### config.mk
export PLATFORM = sky130hd
export DESIGN_NAME = first_fit_extent_allocator_top
export DESIGN_NICKNAME = d
export VERILOG_FILES = /design/src/rtl/ffea_pkg.sv /design/src/rtl/ffea_ram.sv /design/src/rtl/ffea_ctrl.sv /design/src/rtl/first_fit_extent_allocator_top.sv
export SDC_FILE = /design/constraint.sdc
export NUM_CORES = 1
export LEC_CHECK = 0
export BUFFER_PORTS_ARGS = -buffer_cell sky130_fd_sc_hd__buf_2
export CAP_MARGIN = 10
export CORE_MARGIN = 3
export CORE_UTILIZATION = 50
export DETAILED_ROUTE_END_ITERATION = 16
export PLACE_DENSITY = 0.71
export SETUP_SLACK_MARGIN = 0.1
export SKIP_LAST_GASP = 1
export SYNTH_ARGS = -nofsm -noshare
export SYNTH_HDL_FRONTEND = slang
export SYNTH_HIERARCHICAL = 1
export SYNTH_SLANG_ARGS = --single-unit
### constraint.sdc
create_clock -name i_clk -period 6.3 [get_ports i_clk]
set_input_delay 1.26 -clock i_clk [delete_from_list [all_inputs] [get_ports i_clk]]
set_output_delay 1.26 -clock i_clk [all_outputs]
set_load 0.03 [all_outputs]
### src/rtl/ffea_pkg.sv
// ----------------------------------------------------------------------------
// ffea_pkg
// Shared constants, status codes and types of the first-fit extent allocator.
// ----------------------------------------------------------------------------
package ffea_pkg;

    localparam int GRANULE_BYTES = 8;
    localparam int MAX_EXTENTS   = 16;
    localparam int HEAP_BASE     = 0;
    localparam int HEAP_LIMIT    = 65536;

    localparam int ADDR_W = 16;
    localparam int LEN_W  = 17;
    localparam int END_W  = 18;
    localparam int CFG_W  = 17;
    localparam int IDX_W  = $clog2(MAX_EXTENTS);
    localparam int CNT_W  = $clog2(MAX_EXTENTS + 1);
    localparam int GRN_W  = $clog2(GRANULE_BYTES);

    localparam logic [1:0] ST_OK       = 2'd0;
    localparam logic [1:0] ST_NO_FIT   = 2'd1;
    localparam logic [1:0] ST_BAD_FREE = 2'd2;
    localparam logic [1:0] ST_FULL     = 2'd3;

    localparam logic MODE_ALLOC = 1'b0;
    localparam logic MODE_FREE  = 1'b1;

    typedef struct packed {
        logic [LEN_W-1:0]  len;
        logic [ADDR_W-1:0] start;
    } t_ext;

    localparam int EXT_W = $bits(t_ext);

    typedef struct packed {
        logic             we;
        logic [IDX_W-1:0] waddr;
        t_ext             wdata;
        logic [IDX_W-1:0] raddr;
    } t_ram_req;

    typedef struct packed {
        logic [1:0]        status;
        logic [ADDR_W-1:0] addr;
    } t_res;

    typedef struct packed {
        logic              mode;
        logic [ADDR_W-1:0] size;
        logic [ADDR_W-1:0] addr;
    } t_req;

endpackage

### src/rtl/ffea_ram.sv
// ----------------------------------------------------------------------------
// ffea_ram
// Generic simple dual-port RAM, one write and one registered read port.
// ----------------------------------------------------------------------------
module ffea_ram #(
    parameter int WIDTH = 8,
    parameter int DEPTH = 16
) (
    input  logic                     i_clk,
    input  logic                     i_we,
    input  logic [$clog2(DEPTH)-1:0] i_waddr,
    input  logic [WIDTH-1:0]         i_wdata,
    input  logic [$clog2(DEPTH)-1:0] i_raddr,
    output logic [WIDTH-1:0]         o_rdata
);

    logic [WIDTH-1:0] r_mem [DEPTH];
    logic [WIDTH-1:0] r_rdata;

    always_ff @(posedge i_clk) begin
        if (i_we) begin
            r_mem[i_waddr] <= i_wdata;
        end
        r_rdata <= r_mem[i_raddr];
    end

    assign o_rdata = r_rdata;

endmodule

### src/rtl/ffea_ctrl.sv
// ----------------------------------------------------------------------------
// ffea_ctrl
// Request sequencer: scans the extent table, then edits it in place.
// ----------------------------------------------------------------------------
module ffea_ctrl (
    input  logic                       i_clk,
    input  logic                       i_rst_n,
    input  logic                       i_init,
    input  logic [ffea_pkg::LEN_W-1:0] i_heap,
    input  logic                       i_req_valid,
    output logic                       o_req_ready,
    input  ffea_pkg::t_req             i_req,
    output logic                       o_res_valid,
    input  logic                       i_res_ready,
    output ffea_pkg::t_res             o_res,
    output ffea_pkg::t_ram_req         o_ram,
    input  ffea_pkg::t_ext             i_rdata,
    output logic                       o_idle
);
    import ffea_pkg::*;

    localparam logic [3:0] S_INIT  = 4'd0;
    localparam logic [3:0] S_IDLE  = 4'd1;
    localparam logic [3:0] S_RD    = 4'd2;
    localparam logic [3:0] S_CHK   = 4'd3;
    localparam logic [3:0] S_DEC   = 4'd4;
    localparam logic [3:0] S_DN_RD = 4'd5;
    localparam logic [3:0] S_DN_WR = 4'd6;
    localparam logic [3:0] S_UP_RD = 4'd7;
    localparam logic [3:0] S_UP_WR = 4'd8;
    localparam logic [3:0] S_INS   = 4'd9;
    localparam logic [3:0] S_DONE  = 4'd10;

    localparam logic [CNT_W-1:0] CNT_MAX = CNT_W'(MAX_EXTENTS);

    logic [3:0]        r_state, n_state;
    logic [CNT_W-1:0]  r_count, n_count;
    logic              r_mode,  n_mode;
    logic [LEN_W-1:0]  r_sz,    n_sz;
    logic [ADDR_W-1:0] r_addr,  n_addr;
    logic [END_W-1:0]  r_end,   n_end;
    logic [CNT_W-1:0]  r_idx,   n_idx;
    logic [CNT_W-1:0]  r_pos,   n_pos;
    logic [CNT_W-1:0]  r_k,     n_k;
    logic              r_pv,    n_pv;
    logic              r_nv,    n_nv;
    t_ext              r_prev,  n_prev;
    t_ext              r_next,  n_next;
    t_res              r_res,   n_res;

    logic [LEN_W-1:0]  rnd_sz;
    logic [END_W-1:0]  req_end;
    logic [END_W-1:0]  heap_end;
    logic [END_W-1:0]  d_end;
    logic [END_W-1:0]  prev_end;
    logic [LEN_W-1:0]  d_rem;
    logic              last;
    logic              mprev;
    logic              mnext;
    logic [CNT_W-1:0]  pos_m1;

    always_comb begin
        // round up to the granule, zero becomes one granule
        rnd_sz = LEN_W'((({1'b0, i_req.size} + LEN_W'(GRANULE_BYTES - 1)) >> GRN_W) << GRN_W);
        if (rnd_sz == '0) begin
            rnd_sz = LEN_W'(GRANULE_BYTES);
        end
        req_end  = END_W'(i_req.addr) + END_W'(rnd_sz);
        heap_end = END_W'(i_heap) + END_W'(HEAP_BASE);
        d_end    = END_W'(i_rdata.start) + END_W'(i_rdata.len);
        prev_end = END_W'(r_prev.start) + END_W'(r_prev.len);
        d_rem    = i_rdata.len - r_sz;
        last     = (CNT_W'(r_idx + 1'b1) == r_count);
        mprev    = r_pv && (prev_end == END_W'(r_addr));
        mnext    = r_nv && (END_W'(r_next.start) == r_end);
        pos_m1   = CNT_W'(r_pos - 1'b1);
    end

    always_comb begin
        n_state = r_state;
        n_count = r_count;
        n_mode  = r_mode;
        n_sz    = r_sz;
        n_addr  = r_addr;
        n_end   = r_end;
        n_idx   = r_idx;
        n_pos   = r_pos;
        n_k     = r_k;
        n_pv    = r_pv;
        n_nv    = r_nv;
        n_prev  = r_prev;
        n_next  = r_next;
        n_res   = r_res;
        o_ram       = '0;
        o_req_ready = 1'b0;
        o_res_valid = 1'b0;

        case (r_state)
            S_INIT: begin
                o_ram.we          = 1'b1;
                o_ram.waddr       = '0;
                o_ram.wdata.start = ADDR_W'(HEAP_BASE);
                o_ram.wdata.len   = i_heap;
                n_count = (i_heap != '0) ? CNT_W'(1) : '0;
                n_state = S_IDLE;
            end
            S_IDLE: begin
                o_req_ready = !i_init;
                if (i_init) begin
                    n_state = S_INIT;
                end else if (i_req_valid) begin
                    n_mode = i_req.mode;
                    n_sz   = rnd_sz;
                    n_addr = i_req.addr;
                    n_end  = req_end;
                    n_idx  = '0;
                    n_pos  = '0;
                    n_pv   = 1'b0;
                    n_nv   = 1'b0;
                    n_res  = '{status: ST_OK, addr: '0};
                    if (i_req.mode != MODE_ALLOC && req_end > heap_end) begin
                        n_res.status = ST_BAD_FREE;
                        n_state = S_DONE;
                    end else if (r_count == '0) begin
                        if (i_req.mode == MODE_ALLOC) begin
                            n_res.status = ST_NO_FIT;
                            n_state = S_DONE;
                        end else begin
                            n_state = S_INS;
                        end
                    end else begin
                        n_state = S_RD;
                    end
                end
            end
            S_RD: begin
                o_ram.raddr = r_idx[IDX_W-1:0];
                n_state = S_CHK;
            end
            S_CHK: begin
                if (r_mode == MODE_ALLOC) begin
                    if (i_rdata.len >= r_sz) begin
                        if (i_rdata.len == r_sz) begin
                            n_res.addr = i_rdata.start;
                            n_k = r_idx;
                            if (!last) begin
                                n_state = S_DN_RD;
                            end else begin
                                n_count = CNT_W'(r_count - 1'b1);
                                n_state = S_DONE;
                            end
                        end else begin
                            // carve from the end of the extent
                            o_ram.we          = 1'b1;
                            o_ram.waddr       = r_idx[IDX_W-1:0];
                            o_ram.wdata.start = i_rdata.start;
                            o_ram.wdata.len   = d_rem;
                            n_res.addr = ADDR_W'(i_rdata.start + d_rem[ADDR_W-1:0]);
                            n_state = S_DONE;
                        end
                    end else if (last) begin
                        n_res.status = ST_NO_FIT;
                        n_state = S_DONE;
                    end else begin
                        n_idx = CNT_W'(r_idx + 1'b1);
                        n_state = S_RD;
                    end
                end else begin
                    if (END_W'(r_addr) < d_end && END_W'(i_rdata.start) < r_end) begin
                        n_res.status = ST_BAD_FREE;
                        n_state = S_DONE;
                    end else begin
                        if (i_rdata.start < r_addr) begin
                            n_pv   = 1'b1;
                            n_prev = i_rdata;
                            n_pos  = CNT_W'(r_idx + 1'b1);
                        end else if (!r_nv) begin
                            n_nv   = 1'b1;
                            n_next = i_rdata;
                        end
                        if (last) begin
                            n_state = S_DEC;
                        end else begin
                            n_idx = CNT_W'(r_idx + 1'b1);
                            n_state = S_RD;
                        end
                    end
                end
            end
            S_DEC: begin
                if (mprev && mnext) begin
                    o_ram.we          = 1'b1;
                    o_ram.waddr       = pos_m1[IDX_W-1:0];
                    o_ram.wdata.start = r_prev.start;
                    o_ram.wdata.len   = LEN_W'(r_prev.len + r_sz + r_next.len);
                    n_k = r_pos;
                    if (CNT_W'(r_pos + 1'b1) < r_count) begin
                        n_state = S_DN_RD;
                    end else begin
                        n_count = CNT_W'(r_count - 1'b1);
                        n_state = S_DONE;
                    end
                end else if (mprev) begin
                    o_ram.we          = 1'b1;
                    o_ram.waddr       = pos_m1[IDX_W-1:0];
                    o_ram.wdata.start = r_prev.start;
                    o_ram.wdata.len   = LEN_W'(r_prev.len + r_sz);
                    n_state = S_DONE;
                end else if (mnext) begin
                    o_ram.we          = 1'b1;
                    o_ram.waddr       = r_pos[IDX_W-1:0];
                    o_ram.wdata.start = r_addr;
                    o_ram.wdata.len   = LEN_W'(r_next.len + r_sz);
                    n_state = S_DONE;
                end else if (r_count == CNT_MAX) begin
                    n_res.status = ST_FULL;
                    n_state = S_DONE;
                end else begin
                    n_k = r_count;
                    n_state = (r_count > r_pos) ? S_UP_RD : S_INS;
                end
            end
            S_DN_RD: begin
                o_ram.raddr = IDX_W'(r_k + 1'b1);
                n_state = S_DN_WR;
            end
            S_DN_WR: begin
                // close the gap: entry k takes entry k+1
                o_ram.we    = 1'b1;
                o_ram.waddr = r_k[IDX_W-1:0];
                o_ram.wdata = i_rdata;
                n_k = CNT_W'(r_k + 1'b1);
                if (CNT_W'(r_k + 2'd2) < r_count) begin
                    n_state = S_DN_RD;
                end else begin
                    n_count = CNT_W'(r_count - 1'b1);
                    n_state = S_DONE;
                end
            end
            S_UP_RD: begin
                o_ram.raddr = IDX_W'(r_k - 1'b1);
                n_state = S_UP_WR;
            end
            S_UP_WR: begin
                // open a slot: entry k takes entry k-1
                o_ram.we    = 1'b1;
                o_ram.waddr = r_k[IDX_W-1:0];
                o_ram.wdata = i_rdata;
                n_k = CNT_W'(r_k - 1'b1);
                n_state = (CNT_W'(r_k - 1'b1) > r_pos) ? S_UP_RD : S_INS;
            end
            S_INS: begin
                o_ram.we          = 1'b1;
                o_ram.waddr       = r_pos[IDX_W-1:0];
                o_ram.wdata.start = r_addr;
                o_ram.wdata.len   = r_sz;
                n_count = CNT_W'(r_count + 1'b1);
                n_state = S_DONE;
            end
            S_DONE: begin
                o_res_valid = 1'b1;
                if (i_res_ready) begin
                    n_state = S_IDLE;
                end
            end
            default: begin
                n_state = S_INIT;
            end
        endcase
    end

    assign o_res  = r_res;
    assign o_idle = (r_state == S_IDLE);

    always_ff @(posedge i_clk) begin
        if (!i_rst_n) begin
            r_state <= S_INIT;
            r_count <= '0;
        end else begin
            r_state <= n_state;
            r_count <= n_count;
        end
        r_mode <= n_mode;
        r_sz   <= n_sz;
        r_addr <= n_addr;
        r_end  <= n_end;
        r_idx  <= n_idx;
        r_pos  <= n_pos;
        r_k    <= n_k;
        r_pv   <= n_pv;
        r_nv   <= n_nv;
        r_prev <= n_prev;
        r_next <= n_next;
        r_res  <= n_res;
    end

endmodule

### src/rtl/first_fit_extent_allocator_top.sv
// ----------------------------------------------------------------------------
// first_fit_extent_allocator_top
// First-fit allocator over an address-sorted free extent table with merging.
//
// Channel   Dir  Beat contents
// s_axis    in   tuser: mode; tdata: request_size, block_address
// m_axis    out  tdata: result_address, status
// cfg       in   data: heap_size; a beat reloads the table, taken only when idle
//
// A request reads each table entry scanned (one RAM read each), moves
// entries when an extent is removed or inserted, and then decodes and
// delivers the result.
// Reset and every cfg beat write the single heap extent.
// A stalled m_axis holds one result; the next request is taken meanwhile.
// ----------------------------------------------------------------------------
module first_fit_extent_allocator_top (
    input  logic        i_clk,
    input  logic        i_rst_n,
    input  logic        s_axis_tvalid,
    output logic        s_axis_tready,
    input  logic [31:0] s_axis_tdata,   // request_size[15:0], block_address[31:16]
    input  logic [0:0]  s_axis_tuser,   // mode[0]
    output logic        m_axis_tvalid,
    input  logic        m_axis_tready,
    output logic [23:0] m_axis_tdata,   // result_address[15:0], status[17:16], zero
    input  logic        i_cfg_valid,
    output logic        o_cfg_ready,
    input  logic [ffea_pkg::CFG_W-1:0] i_cfg_data
);
    import ffea_pkg::*;

    logic [LEN_W-1:0] r_heap;
    logic [LEN_W-1:0] n_heap;
    logic             cfg_beat;
    logic             ctrl_idle;
    logic             r_ovalid;
    t_res             r_out;
    t_req             req;
    t_res             res;
    logic             res_valid;
    logic             res_ready;
    t_ram_req         ram_req;
    t_ext             rdata;

    assign cfg_beat    = i_cfg_valid && o_cfg_ready;
    assign o_cfg_ready = ctrl_idle;

    always_comb begin
        // saturate, then drop to a granule multiple
        n_heap = (i_cfg_data > CFG_W'(HEAP_LIMIT)) ? LEN_W'(HEAP_LIMIT) : LEN_W'(i_cfg_data);
        n_heap = (n_heap >> GRN_W) << GRN_W;
    end

    always_ff @(posedge i_clk) begin
        if (!i_rst_n) begin
            r_heap <= LEN_W'(4096);
        end else if (cfg_beat) begin
            r_heap <= n_heap;
        end
    end

    assign req.mode = s_axis_tuser[0];
    assign req.size = s_axis_tdata[15:0];
    assign req.addr = s_axis_tdata[31:16];

    ffea_ctrl u_ctrl (
        .i_clk       (i_clk),
        .i_rst_n     (i_rst_n),
        .i_init      (cfg_beat),
        .i_heap      (r_heap),
        .i_req_valid (s_axis_tvalid),
        .o_req_ready (s_axis_tready),
        .i_req       (req),
        .o_res_valid (res_valid),
        .i_res_ready (res_ready),
        .o_res       (res),
        .o_ram       (ram_req),
        .i_rdata     (rdata),
        .o_idle      (ctrl_idle)
    );

    ffea_ram #(
        .WIDTH (EXT_W),
        .DEPTH (MAX_EXTENTS)
    ) u_ram (
        .i_clk   (i_clk),
        .i_we    (ram_req.we),
        .i_waddr (ram_req.waddr),
        .i_wdata (ram_req.wdata),
        .i_raddr (ram_req.raddr),
        .o_rdata (rdata)
    );

    assign res_ready = !r_ovalid || m_axis_tready;

    always_ff @(posedge i_clk) begin
        if (!i_rst_n) begin
            r_ovalid <= 1'b0;
        end else if (res_valid && res_ready) begin
            r_ovalid <= 1'b1;
        end else if (m_axis_tready) begin
            r_ovalid <= 1'b0;
        end
        if (res_valid && res_ready) begin
            r_out <= res;
        end
    end

    assign m_axis_tvalid = r_ovalid;
    assign m_axis_tdata  = {6'b0, r_out.status, r_out.addr};

`ifndef SYNTHESIS
    a_one_at_a_time: assert property (@(posedge i_clk) disable iff (!i_rst_n)
        s_axis_tvalid && s_axis_tready |=> !s_axis_tready)
        else $error("request taken while another is in work");

    a_cfg_reload: assert property (@(posedge i_clk) disable iff (!i_rst_n)
        cfg_beat |=> !s_axis_tready)
        else $error("request taken during table reload");

    a_addr_only_ok: assert property (@(posedge i_clk) disable iff (!i_rst_n)
        r_ovalid && r_out.addr != '0 |-> r_out.status == ST_OK)
        else $error("nonzero address on a failed request");

    a_out_held: assert property (@(posedge i_clk) disable iff (!i_rst_n)
        r_ovalid && !m_axis_tready |=> r_ovalid && $stable(r_out))
        else $error("pending result lost");
`endif

endmodule
==> impl_results.md <==
* Critical-path cell list: ha_1, inv_1, fa_1, nand2b_1, a21o_1, a2111oi_0, mux2_2, a2111oi_2, o2111ai_2, nor2_4, buf_4, mux2_2, o21ai_0, buf_4, nand2_1, nor2_4, buf_4
* Tot GR Track Use at 0.263
* Num ports at 82
* FF+latch count, synth at 750
* DP Worst Slack at -0.0680 ns
* Port bufs at 75
* Achievable frequency at 0.169 GHz
* Worst Reg-to-Reg Cells at 17
* Final WL at 101000 um
* Post_cts resized at 0
* Crit end category: register
* Setup crit end: u_ram/r_mem[11][6]$_DFFE_PP_
* Final hold viol count at 0
* Antenna-violating nets left at 0
* Post-DR wirelength/cell at 26.7 um
* Final Core Density at 0.574
* Register area share after synthesis at 0.595
* Sw frac at 0.357
* Grt total ovfl at 0
* Relative slew slack at 0.181
* Top sig layer: met4
* Setup Buffers After CTS at 0
* Reg2Reg Capture Point: u_ram/r_mem[11][6]$_DFFE_PP_
* Core Area at 72300 um^2
* Flop2flop setup slack at 0.40 ns
* Final Skew at 0.0163 ns
* Family with the most delay on the worst path: compound AO/OA/AOI/OAI gates
* Slew @ Worst Pin at 1.23 ns
* Share of flip-flops with an asynchronous set or reset at 0
* Yosys warning total at 6
* Global-route wire length before repair at 152000 um
* Syn Std Cell Area at 36900 um^2
* Total CTS buffers at 77
* P per Cell Area at 438 nW/um^2
* Slowest-stage cell, CP: a2111oi_0
* DRC viols at 0
* Sink Count at 750
* CTS tree: yes
* Clk pwr share at 0.253
* Share of cells above drive strength 1 at 0.157
* Vias in the first global route at 23800
* Synth Area per Inst at 14.0 um^2
* Max Transition Viols Final at 0
* Hold_ws at 0.415 ns
* HP Class: register to register
* Reg power frac at 0.385
* Initial core utilization at 0.510
* Setup ws final at 0.396 ns
* Distinct cell type count after synthesis at 86
* Clock buffer depth at 3
* Setup violations, final at 0
* R2R Path Start: u_ctrl/r_prev[16]$_DFFE_PP_
* Comb pwr share at 0.362
* Crit-path most repeated cell: buf_4
* Crit path depth at 17
* Metal3 WL at 8850 um
* Fillers at 5607
* Clk root buf: clkbuf_16
* Clock latency on the worst-skew pair at 0.65 ns
* Peak supply drop at 0.271 mV
* Drt initial violations at 2848
* Drt first pass iters at 6
* Crit share post-route at 0.937
* WL met2 at 47500 um
* Gpl congestion at 1.02
* Cell row count at 98
* Die W at 278 um
* Crit path from: u_ctrl/r_prev[16]$_DFFE_PP_
* Final Critical Period at 5.90 ns
* RSZ-0062 raised after global routing: false
* DP Wirelength at 67800 um
* Startpoint types: register
* Vias per cell at 6.37
* CP Data Arrival Time at 6.19 ns
* Critical path class: register to register
* Most frequent cells in the layout: 693 x edfxtp_1, 203 x ha_1, 192 x nand2_1
* Status: completed
* Via count at 24200
* Htree depth at 3
* CP required at 6.59 ns
* P_sw at 0.00649 W
* Buf/Inv on CP at 4
* Nets at 3049
* Int Pwr at 0.0117 W
* Max-cap violations at 0
* Leakage at 14.8 nW
* Worst-path fanout max at 21
* Antenna violations before repair at 2
* Setup_tns at 0 ns
* Pin count of the biggest net entering global routing at 75
* Commonest non-fill, non-tap cell in the layout: edfxtp_1
* Primary FF master, synth: edfxtp_1
* Hold Buf Count CTS at 0
* Slowest Stage Delay on Critical Path at 0.47 ns
* Worst-path clk slew at 0.06 ns
* Die area at 77100 um^2
* Area growth from synthesis to layout at 12.6%
* Cell count after synthesis at 2630
* Die Y at 278 um
* Metal-1 WL at 40400 um
* Number of synthesized flops with an enable pin at 693
[flip-flops by register name (all words and copies together) (netlist names), 14 cells and up]
name / flops
u_ram/r_mem: 528
u_ctrl/r_next: 33
u_ctrl/r_prev: 33
u_ram/o_rdata: 33
m_axis_tdata: 18
u_ctrl/o_res: 18
u_ctrl/r_addr: 16
u_ctrl/r_end: 15
r_heap: 14
u_ctrl/r_sz: 14
[layer usage]
metal | vias to the layer above | track usage
met5 | - | 0
met4 | 0 | 0.116
met3 | 229 | 0.0506
met2 | 1227 | 0.416
met1 | 12200 | 0.359
li1 | 10500 | -
[synth_stat cells (41+ instances only)]
| cell | instances | area share |
|---|---|---|
| a21o_1 | 42 | 0.0085 |
| a21oi_1 | 153 | 0.021 |
| a22oi_1 | 87 | 0.018 |
| clkbuf_1 | 51 | 0.0052 |
| dfxtp_1 | 57 | 0.031 |
| edfxtp_1 | 693 | 0.56 |
| ha_1 | 203 | 0.069 |
| inv_1 | 120 | 0.012 |
| mux4_2 | 113 | 0.069 |
| nand2_1 | 192 | 0.020 |
| nand3_1 | 46 | 0.0062 |
| nor2_1 | 132 | 0.013 |
| nor3_1 | 41 | 0.0056 |
| o21ai_0 | 89 | 0.012 |
| xnor2_1 | 92 | 0.022 |
| xor2_1 | 68 | 0.016 |
[logic make-up after synthesis]
group	Yosys count	synth area share
AO/OA/AOI/OAI	572	0.104
XOR/XNOR	161	0.0386
adder cells (fa/ha/maj)	211	0.0732
buffers and inverters	220	0.0286
flip-flops	750	0.595
multiplexers	156	0.0892
other	1	0.000102
AND/OR/NAND/NOR	559	0.0713
[power by group through the flow]
stage	Combinational, W	Clock [W]	Sequential, W
finish	0.00658	0.00460	0.00700
global route	0.00723	0.00488	0.00703
CTS	0.00649	0.00468	0.00697
detailed placement	0.00643	0	0.00707
global placement	0.00625	0	0.00704
floorplan	0.00457	0	0.00678
[worst min-delay path by stage]
stage	from	endpoint	slack, ns	cells past startpoint
3_3_place_gp	u_ctrl/o_res[7]$_SDFFCE_PN0P_	m_axis_tdata[7]$_DFFE_PP_	0.40	0
5_1_grt	u_ctrl/o_res[8]$_SDFFCE_PN0P_	m_axis_tdata[8]$_DFFE_PP_	0.42	0
4_1_cts	u_ctrl/o_res[16]$_DFFE_PP_	m_axis_tdata[16]$_DFFE_PP_	0.42	0
6_report	u_ctrl/o_res[16]$_DFFE_PP_	m_axis_tdata[16]$_DFFE_PP_	0.42	0
3_5_place_dp	u_ctrl/o_res[7]$_SDFFCE_PN0P_	m_axis_tdata[7]$_DFFE_PP_	0.40	0
2_1_floorplan	u_ctrl/o_res[0]$_SDFFCE_PN0P_	m_axis_tdata[0]$_DFFE_PP_	0.40	0
[per-stage QoR]
step / instance area [um^2] / std cells / power [W]
6_report: 41500 / 3798 / 0.0182
5_1_grt: 41500 / 3796 / 0.0191
4_1_cts: 41500 / 3796 / 0.0181
3_5_place_dp: 39000 / 3654 / 0.0135
3_3_place_gp: 39000 / 3654 / 0.0133
2_1_floorplan: 37000 / 2644 / 0.0114
[area by class of cell]
class | count | area [um^2] | share of cell area
Clock buffer | 97 | 2070 | 0.0499
Sequential cell | 750 | 22000 | 0.528
Timing Repair Buffer | 160 | 1210 | 0.0292
Multi-Input combinational cell | 1674 | 14200 | 0.341
Antenna cell | 2 | 5.00 | 0.000120
Clock inverter | 45 | 507 | 0.0122
Tap cell | 950 | 1190 | 0.0286
Inverter | 120 | 450 | 0.0108
Power figures use the tool's default switching activity.
